===== src/rtl/grid_rectangle_first_fit_allocator_defines.svh =====
// assertion macros shared by the allocator rtl
`ifndef GRID_RECTANGLE_FIRST_FIT_ALLOCATOR_DEFINES_SVH
`define GRID_RECTANGLE_FIRST_FIT_ALLOCATOR_DEFINES_SVH
`ifndef SYNTH
`define GRFA_ASSERT(lbl, clk, rst_n, prop) \
  lbl: assert property (@(posedge clk) disable iff (!rst_n) prop) \
    else $error("grfa assertion failed");
`define GRFA_ASSERT_NEVER(lbl, clk, rst_n, expr) \
  lbl: assert property (@(posedge clk) disable iff (!rst_n) !(expr)) \
    else $error("grfa forbidden condition");
`else
`define GRFA_ASSERT(lbl, clk, rst_n, prop)
`define GRFA_ASSERT_NEVER(lbl, clk, rst_n, expr)
`endif
`endif


===== src/rtl/grfa_pkg.sv =====
// shared types and constants of the grid rectangle allocator
package grfa_pkg;

  localparam int CRD_W   = 6;
  localparam int SUM_W   = 7;
  localparam int CFG_IDX_W = 2;
  localparam int CFG_REGS  = 2;

  localparam logic [2:0] CMD_ADD_FIT = 3'd0;
  localparam logic [2:0] CMD_ADD_AT  = 3'd1;
  localparam logic [2:0] CMD_REMOVE  = 3'd2;
  localparam logic [2:0] CMD_QUERY   = 3'd3;
  localparam logic [2:0] CMD_CLEAR   = 3'd4;

  localparam logic [2:0] ST_DONE     = 3'd0;
  localparam logic [2:0] ST_PRESENT  = 3'd1;
  localparam logic [2:0] ST_NOFIT    = 3'd2;
  localparam logic [2:0] ST_NOTFOUND = 3'd3;
  localparam logic [2:0] ST_BADARG   = 3'd4;

  localparam logic [CFG_IDX_W-1:0] CFG_WIDTH  = 2'd0;
  localparam logic [CFG_IDX_W-1:0] CFG_HEIGHT = 2'd1;

  typedef enum logic [3:0] {
    DP_NOP,
    DP_LOAD,
    DP_TBL_RD,
    DP_CAND_AT,
    DP_CAND_ZERO,
    DP_CAND_TBL,
    DP_CELL_RD,
    DP_ADVANCE,
    DP_SKIP,
    DP_CUR_RST,
    DP_FILL_SET,
    DP_FILL_CLR,
    DP_TBL_WR,
    DP_TBL_INV,
    DP_CLR_START,
    DP_CLR_STEP
  } dp_op_e;

  typedef struct packed {
    dp_op_e     op;
    logic       cfg_we;
    logic       result;
    logic [2:0] status;
    logic       show_pos;
    logic       show_cell;
  } dp_cmd_t;

  typedef struct packed {
    logic [2:0] cmd;
    logic       id_ok;
    logic       size_ok;
    logic       tbl_valid;
    logic       cell_busy;
    logic       rect_last;
    logic       bounds_ok;
    logic       query_in;
    logic       clr_last;
    logic       out_free;
  } dp_sts_t;

endpackage


===== src/rtl/grfa_datapath.sv =====
// datapath of the allocator: grid memory, placement table, cursors, result register
`include "grid_rectangle_first_fit_allocator_defines.svh"
module grfa_datapath import grfa_pkg::*; #(
  parameter int MAX_COLUMNS = 16,
  parameter int MAX_ROWS    = 16,
  parameter int MAX_ITEMS   = 64
) (
  input  logic                 clk_i,
  input  logic                 rst_ni,
  input  dp_cmd_t              cmd_i,
  output dp_sts_t              sts_o,
  input  logic [2:0]           cmd_in_i,
  input  logic [5:0]           item_id_i,
  input  logic [4:0]           size_x_i,
  input  logic [4:0]           size_y_i,
  input  logic [3:0]           pos_x_i,
  input  logic [3:0]           pos_y_i,
  input  logic [CFG_IDX_W-1:0] cfg_index_i,
  input  logic [4:0]           cfg_data_i,
  output logic                 out_valid_o,
  input  logic                 out_ready_i,
  output logic [2:0]           status_o,
  output logic [3:0]           placed_x_o,
  output logic [3:0]           placed_y_o,
  output logic [5:0]           cell_item_o
);

  localparam int CW = (MAX_COLUMNS > 1) ? $clog2(MAX_COLUMNS) : 1;
  localparam int RW = (MAX_ROWS > 1) ? $clog2(MAX_ROWS) : 1;
  localparam int AW = CW + RW;
  localparam int GDEPTH = 1 << AW;
  localparam int TW = (MAX_ITEMS > 1) ? $clog2(MAX_ITEMS) : 1;

  typedef struct packed {
    logic [CRD_W-1:0] x;
    logic [CRD_W-1:0] y;
    logic [4:0]       sx;
    logic [4:0]       sy;
  } tbl_ent_t;

  logic [2:0] cmd_q;
  logic [5:0] id_q;
  logic [4:0] sx_q, sy_q;
  logic [3:0] px_q, py_q;
  logic [4:0] gw_q, gh_q;
  logic [CRD_W-1:0] cand_x_q, cand_y_q, cur_x_q, cur_y_q;
  logic [AW-1:0] clr_addr_q;
  logic [5:0] cell_rd_q;
  logic [MAX_ITEMS-1:0] tbl_valid_q;
  tbl_ent_t tbl_q;
  logic out_valid_q;
  logic [2:0] status_q;
  logic [3:0] placed_x_q, placed_y_q;
  logic [5:0] cell_item_q;

  logic [5:0] grid_mem [GDEPTH];
  tbl_ent_t   tbl_mem [MAX_ITEMS];

  logic [CRD_W-1:0] cols, rows;
  logic [SUM_W-1:0] end_x, end_y, cur_x1, cur_y1, skip_x, skip_end;
  logic [TW-1:0] tidx;
  logic [AW-1:0] cur_addr, gw_addr;
  logic gwe;
  logic [5:0] gw_data;

  // clamp of the configured grid size
  always_comb begin
    if (gw_q == 5'd0) begin
      cols = CRD_W'(1);
    end else if ({2'b00, gw_q} > 7'(MAX_COLUMNS)) begin
      cols = CRD_W'(MAX_COLUMNS);
    end else begin
      cols = CRD_W'(gw_q);
    end
    if (gh_q == 5'd0) begin
      rows = CRD_W'(1);
    end else if ({2'b00, gh_q} > 7'(MAX_ROWS)) begin
      rows = CRD_W'(MAX_ROWS);
    end else begin
      rows = CRD_W'(gh_q);
    end
  end

  assign end_x    = SUM_W'(cand_x_q) + SUM_W'(sx_q);
  assign end_y    = SUM_W'(cand_y_q) + SUM_W'(sy_q);
  assign cur_x1   = SUM_W'(cur_x_q) + SUM_W'(1);
  assign cur_y1   = SUM_W'(cur_y_q) + SUM_W'(1);
  assign skip_x   = cur_x1;
  assign skip_end = skip_x + SUM_W'(sx_q);
  assign tidx     = TW'(id_q);
  assign cur_addr = {cur_y_q[RW-1:0], cur_x_q[CW-1:0]};

  assign sts_o.cmd       = cmd_q;
  assign sts_o.id_ok     = (id_q != 6'd0) && ({3'b000, id_q} < 9'(MAX_ITEMS));
  assign sts_o.size_ok   = (sx_q != 5'd0) && (sy_q != 5'd0);
  assign sts_o.tbl_valid = tbl_valid_q[tidx];
  assign sts_o.cell_busy = (cell_rd_q != 6'd0);
  assign sts_o.rect_last = (cur_x1 == end_x) && (cur_y1 == end_y);
  assign sts_o.bounds_ok = (end_x <= SUM_W'(cols)) && (end_y <= SUM_W'(rows));
  assign sts_o.query_in  = (CRD_W'(px_q) < cols) && (CRD_W'(py_q) < rows);
  assign sts_o.clr_last  = &clr_addr_q;
  assign sts_o.out_free  = !out_valid_q || out_ready_i;

  // grid write port select
  always_comb begin
    gwe     = 1'b0;
    gw_addr = cur_addr;
    gw_data = 6'd0;
    case (cmd_i.op)
      DP_CLR_STEP: begin
        gwe     = 1'b1;
        gw_addr = clr_addr_q;
      end
      DP_FILL_SET: begin
        gwe     = 1'b1;
        gw_data = id_q;
      end
      DP_FILL_CLR: begin
        gwe = 1'b1;
      end
      default: begin
        gwe = 1'b0;
      end
    endcase
  end

  always_ff @(posedge clk_i) begin
    if (gwe) begin
      grid_mem[gw_addr] <= gw_data;
    end
    if (cmd_i.op == DP_CELL_RD) begin
      cell_rd_q <= grid_mem[cur_addr];
    end
  end

  always_ff @(posedge clk_i) begin
    if (cmd_i.op == DP_TBL_WR) begin
      tbl_mem[tidx] <= '{x: cand_x_q, y: cand_y_q, sx: sx_q, sy: sy_q};
    end
    if (cmd_i.op == DP_TBL_RD) begin
      tbl_q <= tbl_mem[tidx];
    end
  end

  // control registers
  always_ff @(posedge clk_i or negedge rst_ni) begin
    if (!rst_ni) begin
      gw_q        <= 5'd16;
      gh_q        <= 5'd16;
      clr_addr_q  <= '0;
      tbl_valid_q <= '0;
      out_valid_q <= 1'b0;
    end else begin
      if (cmd_i.cfg_we && cfg_index_i == CFG_WIDTH) begin
        gw_q <= cfg_data_i;
      end
      if (cmd_i.cfg_we && cfg_index_i == CFG_HEIGHT) begin
        gh_q <= cfg_data_i;
      end
      case (cmd_i.op)
        DP_CLR_START: begin
          clr_addr_q  <= '0;
          tbl_valid_q <= '0;
        end
        DP_CLR_STEP: clr_addr_q <= clr_addr_q + AW'(1);
        DP_TBL_WR:   tbl_valid_q[tidx] <= 1'b1;
        DP_TBL_INV:  tbl_valid_q[tidx] <= 1'b0;
        default: begin
        end
      endcase
      if (cmd_i.result) begin
        out_valid_q <= 1'b1;
      end else if (out_ready_i) begin
        out_valid_q <= 1'b0;
      end
    end
  end

  // payload registers
  always_ff @(posedge clk_i) begin
    case (cmd_i.op)
      DP_LOAD: begin
        cmd_q <= cmd_in_i;
        id_q  <= item_id_i;
        sx_q  <= size_x_i;
        sy_q  <= size_y_i;
        px_q  <= pos_x_i;
        py_q  <= pos_y_i;
      end
      DP_CAND_AT: begin
        cand_x_q <= CRD_W'(px_q);
        cand_y_q <= CRD_W'(py_q);
        cur_x_q  <= CRD_W'(px_q);
        cur_y_q  <= CRD_W'(py_q);
      end
      DP_CAND_ZERO: begin
        cand_x_q <= '0;
        cand_y_q <= '0;
        cur_x_q  <= '0;
        cur_y_q  <= '0;
      end
      DP_CAND_TBL: begin
        cand_x_q <= tbl_q.x;
        cand_y_q <= tbl_q.y;
        cur_x_q  <= tbl_q.x;
        cur_y_q  <= tbl_q.y;
        sx_q     <= tbl_q.sx;
        sy_q     <= tbl_q.sy;
      end
      DP_CUR_RST: begin
        cur_x_q <= cand_x_q;
        cur_y_q <= cand_y_q;
      end
      DP_ADVANCE, DP_FILL_SET, DP_FILL_CLR: begin
        if (cur_x1 == end_x) begin
          cur_x_q <= cand_x_q;
          cur_y_q <= CRD_W'(cur_y1);
        end else begin
          cur_x_q <= CRD_W'(cur_x1);
        end
      end
      DP_SKIP: begin
        // every corner up to the busy column overlaps it
        if (skip_end > SUM_W'(cols)) begin
          cand_x_q <= '0;
          cand_y_q <= CRD_W'(SUM_W'(cand_y_q) + SUM_W'(1));
          cur_x_q  <= '0;
          cur_y_q  <= CRD_W'(SUM_W'(cand_y_q) + SUM_W'(1));
        end else begin
          cand_x_q <= CRD_W'(skip_x);
          cur_x_q  <= CRD_W'(skip_x);
          cur_y_q  <= cand_y_q;
        end
      end
      default: begin
      end
    endcase
    if (cmd_i.result) begin
      status_q    <= cmd_i.status;
      placed_x_q  <= cmd_i.show_pos ? cand_x_q[3:0] : 4'd0;
      placed_y_q  <= cmd_i.show_pos ? cand_y_q[3:0] : 4'd0;
      cell_item_q <= cmd_i.show_cell ? cell_rd_q : 6'd0;
    end
  end

  assign out_valid_o = out_valid_q;
  assign status_o    = status_q;
  assign placed_x_o  = placed_x_q;
  assign placed_y_o  = placed_y_q;
  assign cell_item_o = cell_item_q;

  `GRFA_ASSERT(a_result_slot_free, clk_i, rst_ni, cmd_i.result |-> (!out_valid_q || out_ready_i))
  `GRFA_ASSERT(a_tbl_wr_sets, clk_i, rst_ni, (cmd_i.op == DP_TBL_WR) |=> sts_o.tbl_valid)
  `GRFA_ASSERT(a_tbl_inv_clears, clk_i, rst_ni, (cmd_i.op == DP_TBL_INV) |=> !sts_o.tbl_valid)
  `GRFA_ASSERT_NEVER(a_fill_in_bounds, clk_i, rst_ni, (cmd_i.op == DP_FILL_SET) && !sts_o.bounds_ok)

endmodule


===== src/rtl/grfa_ctrl.sv =====
// controller state machine of the allocator
module grfa_ctrl import grfa_pkg::*; (
  input  logic                 clk_i,
  input  logic                 rst_ni,
  input  logic                 in_valid_i,
  output logic                 in_ready_o,
  input  logic                 cfg_valid_i,
  input  logic [CFG_IDX_W-1:0] cfg_index_i,
  output logic                 cfg_ready_o,
  output dp_cmd_t              cmd_o,
  input  dp_sts_t              sts_i
);

  typedef enum logic [3:0] {
    S_CLR, S_IDLE, S_DECODE, S_TABLE, S_CHECK, S_TEST,
    S_RD, S_FILL, S_FIN, S_QRD, S_RESULT
  } state_e;

  state_e state_q, state_d;
  logic [2:0] res_status_q, res_status_d;
  logic res_pos_q, res_pos_d, res_cell_q, res_cell_d;
  logic pending_q, pending_d;
  logic is_add;

  assign is_add      = (sts_i.cmd == CMD_ADD_FIT) || (sts_i.cmd == CMD_ADD_AT);
  assign cfg_ready_o = (state_q == S_IDLE);
  assign in_ready_o  = (state_q == S_IDLE) && !cfg_valid_i;

  always_comb begin
    state_d      = state_q;
    res_status_d = res_status_q;
    res_pos_d    = res_pos_q;
    res_cell_d   = res_cell_q;
    pending_d    = pending_q;
    cmd_o        = '{op: DP_NOP, cfg_we: 1'b0, result: 1'b0, status: res_status_q,
                     show_pos: res_pos_q, show_cell: res_cell_q};
    case (state_q)
      S_CLR: begin
        cmd_o.op = DP_CLR_STEP;
        if (sts_i.clr_last) begin
          state_d = pending_q ? S_RESULT : S_IDLE;
        end
      end
      S_IDLE: begin
        if (cfg_valid_i) begin
          cmd_o.cfg_we = 1'b1;
          if (cfg_index_i < CFG_IDX_W'(CFG_REGS)) begin
            cmd_o.op  = DP_CLR_START;
            pending_d = 1'b0;
            state_d   = S_CLR;
          end
        end else if (in_valid_i) begin
          cmd_o.op   = DP_LOAD;
          res_pos_d  = 1'b0;
          res_cell_d = 1'b0;
          state_d    = S_DECODE;
        end
      end
      S_DECODE: begin
        cmd_o.op = DP_TBL_RD;
        state_d  = S_TABLE;
      end
      S_TABLE: begin
        state_d = S_RESULT;
        case (sts_i.cmd)
          CMD_ADD_FIT, CMD_ADD_AT: begin
            if (!sts_i.id_ok || !sts_i.size_ok) begin
              res_status_d = ST_BADARG;
            end else if (sts_i.tbl_valid) begin
              cmd_o.op     = DP_CAND_TBL;
              res_status_d = ST_PRESENT;
              res_pos_d    = 1'b1;
            end else begin
              cmd_o.op = (sts_i.cmd == CMD_ADD_AT) ? DP_CAND_AT : DP_CAND_ZERO;
              state_d  = S_CHECK;
            end
          end
          CMD_REMOVE: begin
            if (!sts_i.id_ok) begin
              res_status_d = ST_BADARG;
            end else if (!sts_i.tbl_valid) begin
              res_status_d = ST_NOTFOUND;
            end else begin
              cmd_o.op = DP_CAND_TBL;
              state_d  = S_FILL;
            end
          end
          CMD_QUERY: begin
            cmd_o.op = DP_CAND_AT;
            state_d  = S_QRD;
          end
          CMD_CLEAR: begin
            cmd_o.op     = DP_CLR_START;
            res_status_d = ST_DONE;
            pending_d    = 1'b1;
            state_d      = S_CLR;
          end
          default: begin
            res_status_d = ST_BADARG;
          end
        endcase
      end
      S_CHECK: begin
        if (!sts_i.bounds_ok) begin
          res_status_d = ST_NOFIT;
          state_d      = S_RESULT;
        end else begin
          cmd_o.op = DP_CELL_RD;
          state_d  = S_TEST;
        end
      end
      S_RD: begin
        cmd_o.op = DP_CELL_RD;
        state_d  = S_TEST;
      end
      S_TEST: begin
        if (sts_i.cell_busy) begin
          if (sts_i.cmd == CMD_ADD_AT) begin
            res_status_d = ST_NOFIT;
            state_d      = S_RESULT;
          end else begin
            cmd_o.op = DP_SKIP;
            state_d  = S_CHECK;
          end
        end else if (sts_i.rect_last) begin
          cmd_o.op = DP_CUR_RST;
          state_d  = S_FILL;
        end else begin
          cmd_o.op = DP_ADVANCE;
          state_d  = S_RD;
        end
      end
      S_FILL: begin
        cmd_o.op = is_add ? DP_FILL_SET : DP_FILL_CLR;
        if (sts_i.rect_last) begin
          state_d = S_FIN;
        end
      end
      S_FIN: begin
        cmd_o.op     = is_add ? DP_TBL_WR : DP_TBL_INV;
        res_status_d = ST_DONE;
        res_pos_d    = 1'b1;
        state_d      = S_RESULT;
      end
      S_QRD: begin
        cmd_o.op     = DP_CELL_RD;
        res_status_d = ST_DONE;
        res_cell_d   = sts_i.query_in;
        state_d      = S_RESULT;
      end
      S_RESULT: begin
        if (sts_i.out_free) begin
          cmd_o.result = 1'b1;
          state_d      = S_IDLE;
        end
      end
      default: begin
        state_d = S_IDLE;
      end
    endcase
  end

  always_ff @(posedge clk_i or negedge rst_ni) begin
    if (!rst_ni) begin
      state_q      <= S_CLR;
      res_status_q <= ST_DONE;
      res_pos_q    <= 1'b0;
      res_cell_q   <= 1'b0;
      pending_q    <= 1'b0;
    end else begin
      state_q      <= state_d;
      res_status_q <= res_status_d;
      res_pos_q    <= res_pos_d;
      res_cell_q   <= res_cell_d;
      pending_q    <= pending_d;
    end
  end

endmodule


===== src/rtl/grid_rectangle_first_fit_allocator.sv =====
// top level of the grid rectangle first-fit allocator
//
//  channel | direction | handshake               | payload
//  in      | input     | in_valid_i/in_ready_o   | cmd, item_id, size_x, size_y, pos_x, pos_y
//  out     | output    | out_valid_o/out_ready_i | status, placed_x, placed_y, cell_item
//  cfg     | input     | cfg_valid_i/cfg_ready_o | cfg_index (0 width, 1 height), cfg_data
//
// one item at a time; a query passes decode, table, cell read and result; bad arguments
//   and present ids go from table to result; add reads and tests each scanned cell,
//   then fills the cells of the item; a busy cell moves an add-fit corner past it
// remove clears each cell of the item, then invalidates its table entry
// reset, clear-all and a width or height write sweep all grid memory entries,
//   2**(clog2(MAX_ROWS)+clog2(MAX_COLUMNS)) of them (256 by default), no item taken then
// a pending item waits in the output register while the next item is accepted
module grid_rectangle_first_fit_allocator import grfa_pkg::*; #(
  parameter int MAX_COLUMNS = 16,
  parameter int MAX_ROWS    = 16,
  parameter int MAX_ITEMS   = 64
) (
  input  logic                 clk_i,
  input  logic                 rst_ni,
  input  logic                 in_valid_i,
  output logic                 in_ready_o,
  input  logic [2:0]           cmd_i,
  input  logic [5:0]           item_id_i,
  input  logic [4:0]           size_x_i,
  input  logic [4:0]           size_y_i,
  input  logic [3:0]           pos_x_i,
  input  logic [3:0]           pos_y_i,
  output logic                 out_valid_o,
  input  logic                 out_ready_i,
  output logic [2:0]           status_o,
  output logic [3:0]           placed_x_o,
  output logic [3:0]           placed_y_o,
  output logic [5:0]           cell_item_o,
  input  logic                 cfg_valid_i,
  output logic                 cfg_ready_o,
  input  logic [CFG_IDX_W-1:0] cfg_index_i,
  input  logic [4:0]           cfg_data_i
);

  // command and status between the state machine and the datapath
  dp_cmd_t dp_cmd;
  dp_sts_t dp_sts;

  grfa_ctrl u_ctrl (
    .clk_i       (clk_i),
    .rst_ni      (rst_ni),
    .in_valid_i  (in_valid_i),
    .in_ready_o  (in_ready_o),
    .cfg_valid_i (cfg_valid_i),
    .cfg_index_i (cfg_index_i),
    .cfg_ready_o (cfg_ready_o),
    .cmd_o       (dp_cmd),
    .sts_i       (dp_sts)
  );

  // grid memory, placement table and the result register
  grfa_datapath #(
    .MAX_COLUMNS (MAX_COLUMNS),
    .MAX_ROWS    (MAX_ROWS),
    .MAX_ITEMS   (MAX_ITEMS)
  ) u_dp (
    .clk_i       (clk_i),
    .rst_ni      (rst_ni),
    .cmd_i       (dp_cmd),
    .sts_o       (dp_sts),
    .cmd_in_i    (cmd_i),
    .item_id_i   (item_id_i),
    .size_x_i    (size_x_i),
    .size_y_i    (size_y_i),
    .pos_x_i     (pos_x_i),
    .pos_y_i     (pos_y_i),
    .cfg_index_i (cfg_index_i),
    .cfg_data_i  (cfg_data_i),
    .out_valid_o (out_valid_o),
    .out_ready_i (out_ready_i),
    .status_o    (status_o),
    .placed_x_o  (placed_x_o),
    .placed_y_o  (placed_y_o),
    .cell_item_o (cell_item_o)
  );

endmodule

===== config.mk =====
export PLATFORM = sky130hd
export DESIGN_NAME = grid_rectangle_first_fit_allocator
export DESIGN_NICKNAME = d
export VERILOG_FILES = /design/src/rtl/grfa_pkg.sv /design/src/rtl/grfa_datapath.sv /design/src/rtl/grfa_ctrl.sv /design/src/rtl/grid_rectangle_first_fit_allocator.sv
export VERILOG_INCLUDE_DIRS = /design/src /design/src/rtl
export SDC_FILE = /design/constraint.sdc
export NUM_CORES = 2
export LEC_CHECK = 0
export ABC_CLOCK_PERIOD_IN_PS = 10700
export BUFFER_PORTS_ARGS = -buffer_cell sky130_fd_sc_hd__clkbuf_2
export CAP_MARGIN = 20
export CELL_PAD_IN_SITES_DETAIL_PLACEMENT = 1
export CELL_PAD_IN_SITES_GLOBAL_PLACEMENT = 1
export CORE_ASPECT_RATIO = 0.5
export CORE_MARGIN = 2
export CORE_UTILIZATION = 33
export CTS_CLUSTER_SIZE = 20
export DETAILED_ROUTE_END_ITERATION = 7
export HOLD_SLACK_MARGIN = 0.06
export PLACE_DENSITY = 0.5
export SYNTH_ARGS = -nofsm -noshare
export SYNTH_HDL_FRONTEND = slang
export SYNTH_HIERARCHICAL = 1
export SYNTH_SLANG_ARGS = --single-unit

===== constraint.sdc =====
create_clock -name clk_i -period 10.7 [get_ports clk_i]
set_clock_uncertainty 0.05 [all_clocks]
set_input_delay 1.605 -clock clk_i [delete_from_list [all_inputs] [get_ports clk_i]]
set_output_delay 1.605 -clock clk_i [all_outputs]
set_load 0.01 [all_outputs]

== After elaboration in Yosys (flattened, before gate mapping) ==
Memories as Yosys holds them, arrays and structs flattened. A register that Yosys moved wholly into a read port is not among the register bits.
Index checks and enable logic that the tools add are counted.

* Flip-flop bits (word level): 161
* Latch bits: 0
* RAM bits: 2,944
* ROM bits: 0
* Input port bits: 39
* Output and inout bits: 20
* Word-level logic and storage cells: 230
* Memories kept: 2

* Add/subtract/negate cells: 7
* Multipliers: 0
* Divide/modulo/power cells: 0
* Order comparisons: 10
* Equal/unequal tests: 52
* Shift-type cells: 0
* Muxes and demuxes: 86
* Bitwise logic cells: 3
* Reductions and logical operators: 46

{| class="wikitable"
|+ Memories
! name !! depth !! bits a word !! read ports !! clocked after Yosys merged registers in !! write ports !! RTL line !! text
|-
| u_dp.grid_mem || 256 || 6 || 1 || 1 || 1 || grfa_datapath.sv:56 || <nowiki>logic [5:0] grid_mem [GDEPTH];</nowiki>
|-
| u_dp.tbl_mem || 64 || 22 || 1 || 1 || 1 || grfa_datapath.sv:57 || <nowiki>tbl_ent_t tbl_mem [MAX_ITEMS];</nowiki>
|}

{| class="wikitable"
|+ Operator list
! operator !! number
|-
| $pmux 64 s3 || 1
|-
| $mux 4 || 22
|-
| $pmux 6 s6 || 2
|-
| $and 64x64->64 || 1
|-
| $not 64->64 || 1
|-
| $or 64x64->64 || 1
|-
| $pmux 6 s4 || 2
|-
| $eq 4x4->1 const B || 11
|-
| $pmux 4 s10 || 1
|-
| $mux 6 || 6
|-
| $pmux 4 s9 || 1
|-
| $eq 4x3->1 const B || 8
|-
| $pmux 4 s4 || 2
|-
| $mux 3 || 10
|-
| $mux 1 || 25
|-
| $ne 2x2->1 const B || 12
|-
| $pmux 3 s4 || 2
|-
| $pmux 5 s2 || 2
|-
| $reduce_bool 6->1 || 3
|-
| $eq 4x2->1 const B || 4
|-
| $pmux 8 s2 || 1
|-
| $mux 5 || 3
|-
| $add 6x1->7 const B || 2
|-
| $add 6x5->7 || 2
|-
| other kinds (46) || 79
|}

== Longest topological paths before layout ==
* Depth in word-level cells: 12
* Depth in mapped cells: 25
* Depth with buffers taken out: 24

== By module ==
Netlist, hierarchy kept.

{| class="wikitable"
|+ By module, submodules not included
! module !! instances !! cells an instance !! area each (um^2) !! sequential area each (um^2)
|-
| grfa_datapath || 1 || 6,459 || 120,451.8 || 93,367.0
|-
| grfa_ctrl || 1 || 147 || 1,126.1 || 250.2
|}

== Worst setup path after synthesis ==
No wires, ideal clock.

* Path kind: flip-flop to flip-flop
* Start point: register u_dp.cand_y_q[0]
* End point: memory u_dp.grid_mem[0][0], data pin
* Library setup time: 0.870 ns
* Arrival: 7.606 ns
* Required time: 9.780 ns
* Slack: 2.174 ns
* Stages on the path, launching flop included: 20
* Buffers on the path: 1
* Clock period less this slack: 8.526 ns
* Path through: edfxtp_1 ha_1 fa_1 ha_1 nor2b_1 o21ai_0 nand2b_1 a21oi_1 nor2b_1 o22ai_1 nand4_1 nor3b_1 nor2_1 o32ai_1 nor2_1 nand2_1 clkbuf_1 nand2b_1 nor2_1 and2_1

{| class="wikitable"
|+ RTL lines
! what !! RTL line !! text
|-
| start: declaration || grfa_datapath.sv:46 || <nowiki>logic [CRD_W-1:0] cand_x_q, cand_y_q, cur_x_q, cur_y_q;</nowiki>
|-
| start signal: assignment || grfa_datapath.sv:192 || <nowiki>cand_y_q <= CRD_W'(py_q);</nowiki>
|-
| start signal: assignment || grfa_datapath.sv:204 || <nowiki>cand_y_q <= tbl_q.y;</nowiki>
|-
| start signal: assignment || grfa_datapath.sv:226 || <nowiki>cand_y_q <= CRD_W'(SUM_W'(cand_y_q) + SUM_W'(1));</nowiki>
|-
| end: declaration || grfa_datapath.sv:56 ||
|}

==> impl_metrics.ini <==
[outcome]
status = completed

[timing]
report.final.setup_viol = 0
fin_crit_ps = 8190
max_freq_mhz = 122
setup_ws_ps = 2510
hold_viol_final = 0
tightest_slew_ps = 1330
whs_ps = 428
slew_headroom_pct = 10.4
grt_setup_unrepaired = no
slew_viol_final = 0
fin_crit_sh_pct = 76.5
finalSetupTns_ps = 0

[floorplanning]
ios = 59
die_width_um = 862
die_y_um = 433
design.core.area_um2 = 366000
rows = 157
fp.dieArea_um2 = 374000
start_util_pct = 33.2

[worst_setup_path]
cp-end-kind = register
cpMaxStageDelayCell = o31ai_1
r2r_setup_slack_ps = 2510
path_cells = buf_4 > ha_1 > a211o_1 > o21ai_0 > xnor2_1 > ha_1 > a21oi_1 > nor2b_1 > o22ai_1 > nand4_1 > nor3b_1 > nor2_1 > o32ai_1 > nor2_1 > o211ai_1 > nand4_1 > buf_4 > o31ai_1 > nand2_1 > nor2_1
reg2reg_depth = 20
crit_arrival_ps = 8660
worst-path-buf-inv = 2
cpPeakStageDelay_ps = 910
cp.required_ps = 11180
r2r-start = u_dp/cand_x_q[1]$_DFFE_PP_
worst_setup_path_start_kind = register
criticalPathCategory = reg -> reg
crit_top_cell = nor2_1
crit_fanout = 57
worst_path_dominant_cell_family = simple AND/OR/NAND/NOR gates
reg2reg_to = u_dp/grid_mem[60][0]$_DFFE_PP_

[clock_tree]
htree_levels = 5
cts_resized = 0
clk_pin_slew_ps = 60
worstSkewPairLatency_ps = 920
cts_root_buf = clkbuf_16
cts_sinks = 3133
ctsHoldBuffers = 0
tritoncts = built
cts_buffers = 305
cts_max_path_buffers = 4
cts_setup_buffers = 0

[finish]
drive_gt1_share_pct = 17.5
synthToLayoutAreaGrowth_pct = 13.3
fillers = 35600
final_cell_mix = edfxtp_1 (3040), a22oi_1 (465), mux4_2 (354), nor2_1 (346), clkbuf_16 (316)
fin_nets = 6838
layout_commonest_cell = edfxtp_1
multi_input_area_um2 = 26000
register_area_um2 = 93600

[yosys]
ys_ff_latch = 3133
ys_types = 87
synth_area_um2 = 122000
ys_seq_area_share_pct = 77.0
avgSynthCellArea_um2 = 18.4
synthArstFlopShare_pct = 2.97
ys.flop_type = edfxtp_1
synth_edf_count = 3040
synth_nets = 6688
syn_inst = 6606
yosys_warnings = 6

[routing]
drtAntennaViolNets = 0
num_vias = 66000
drc_errors = 0
dr.pass1.iters = 5
vias_per_cell = 5.54
wl_per_cell_um = 32.8
wl_um = 391000
first_iter_violations = 7073

[worst_hold_path]
holdPathEnd = u_dp/status_o[1]$_DFFE_PP_
hold_path_class = reg -> reg
hold_depth = 0
min_from = u_ctrl/res_status_q[1]$_DFFE_PN0P_

[power]
power_density_nw_per_um2 = 275
leakage_nw = 42.1
vdd_drop_max_mv = 0.241

[grt]
grt_util_all_layers_pct = 20.6
grt_pass1_vias = 68900
antenna_found_initial = 22
grt_max_degree = 155
grt_pass1_wl_um = 550000
globalRouteOverflowTotal = 0

[place]
place.gp.congestion = 0.809
preCtsSetupSlack_ps = 2540
port_buffers = 58
dp_hpwl_um = 228000

[run]
maxCapViolations = 0
## worst register-to-register path: stages, from the launching register on
cell	delay, ps
edfxtp_1	760
buf_4	710
ha_1	390
a211o_1	290
o21ai_0	180
xnor2_1	130
ha_1	330
a21oi_1	160
nor2b_1	70
o22ai_1	190
nand4_1	140
nor3b_1	580
nor2_1	90
o32ai_1	240
nor2_1	100
o211ai_1	410
nand4_1	220
buf_4	290
o31ai_1	930
nand2_1	840
nor2_1	690
## per-layer routing
layer / vias up / track usage, % / routed length, um
met2: 2206 / 34.4 / 190000
met4: 6 / 5.35 / 10800
met5: - / 0 / 40
met1: 35700 / 28.5 / 170000
met3: 523 / 2.50 / 21000
li1: 27600 / - / -
## power by group
part | total [mW] | switching, mW | internal, mW
registers | 15.6 | 0.356 | 15.2
clock network | 10.7 | 4.69 | 5.97
logic | 11.6 | 8.06 | 3.57
total | 37.8 | 13.1 | 24.7
## cell families after synthesis
| group | share of synthesized area (%) |
|---|---|
| AO/OA/AOI/OAI | 8.88 |
| XOR/XNOR | 0.274 |
| adder cells (fa/ha/maj) | 0.461 |
| buffers and inverters | 1.92 |
| flip-flops | 77.0 |
| multiplexers | 8.22 |
| AND/OR/NAND/NOR | 3.24 |
## area by class of cell
type                            instances  share of cell area [%]
Inverter                               30                  0.0854
Multi-Input combinational cell       2996                    18.9
Tap cell                             4929                    4.48
Sequential cell                      3133                    68.0
Antenna cell                            4                 0.00727
Timing Repair Buffer                  290                    1.66
Clock buffer                          375                    5.91
Clock inverter                        161                    1.03
## registers in the layout, indices dropped and copies added, names as in the netlist, 5 cells and up
name	cells
u_dp/sy_q	5
u_dp/gw_q	5
u_dp/cur_y_q	6
u_dp/clr_addr_q	8
u_dp/cand_y_q	6
u_dp/cand_x_q	6
u_dp/tbl_mem	1408
u_dp/tbl_q	22
u_dp/id_q	6
u_dp/gh_q	5
u_dp/sx_q	5
u_dp/tbl_valid_q	64
u_dp/cur_x_q	6
u_dp/grid_mem	1536
u_dp/cell_item_o	6
u_dp/cell_rd_q	6
## cells in the mapped netlist, types with 6 or more instances
library cell	instances	share of area (%)
buf_1	59	0.18
nand3b_1	8	0.049
dfrtp_1	91	1.9
mux2i_1	174	1.4
edfxtp_1	3040	75
nand2b_1	22	0.11
a2bb2oi_1	13	0.094
a211oi_1	9	0.056
o2bb2ai_1	14	0.10
a22o_1	150	1.1
o22ai_1	18	0.093
nor3_2	6	0.049
a21oi_1	183	0.75
nand2_1	135	0.42
and2_1	26	0.13
o221ai_1	73	0.53
xnor2_1	17	0.12
xor2_1	14	0.10
inv_1	29	0.090
nor2_1	414	1.3
nor3_1	23	0.095
nor4_1	27	0.14
nor4_2	6	0.062
nor3b_1	10	0.062
and3_1	17	0.087
a221oi_1	152	1.1
buf_2	91	0.37
buf_4	24	0.15
clkbuf_1	231	0.71
nor2b_1	19	0.098
mux4_2	354	6.6
o31ai_1	7	0.043
a31oi_1	145	0.75
buf_6	36	0.33
nand4_1	54	0.28
a21o_1	7	0.043
ha_1	40	0.41
o21ai_0	228	0.94
o21a_1	8	0.049
o211ai_1	6	0.037
nand3_1	43	0.18
o21ai_1	19	0.078
a22oi_1	465	2.9
mux2_2	24	0.22
## stage by stage
stage               std cells  utilization, %  cell area [um2]  total power [mW]
global route            11900            37.6           138000              39.2
global placement        11400            35.0           128000              27.4
floorplan                6606               -           122000              22.7
CTS                     11900            37.6           138000              38.2
finish                  11900            37.6           138000              37.8
detailed placement      11400            35.0           128000              27.5
## how the worst max path moves through the flow
stage	from	to	slack, ps	depth (start not counted)
final	u_dp/cand_x_q[1]$_DFFE_PP_	u_dp/grid_mem[60][0]$_DFFE_PP_	2510	20
after floorplan	u_dp/cand_y_q[0]$_DFFE_PP_	u_dp/grid_mem[0][0]$_DFFE_PP_	2170	19
after global placement	u_dp/cand_y_q[1]$_DFFE_PP_	u_dp/grid_mem[89][0]$_DFFE_PP_	2510	22
after CTS	u_dp/cand_y_q[1]$_DFFE_PP_	u_dp/grid_mem[165][2]$_DFFE_PP_	2500	20
after detailed placement	u_dp/cand_y_q[1]$_DFFE_PP_	u_dp/grid_mem[164][2]$_DFFE_PP_	2540	20
after global routing	u_dp/cand_x_q[1]$_DFFE_PP_	u_dp/grid_mem[59][1]$_DFFE_PP_	2100	20
No activity file was read; power rests on OpenSTA's default activity.
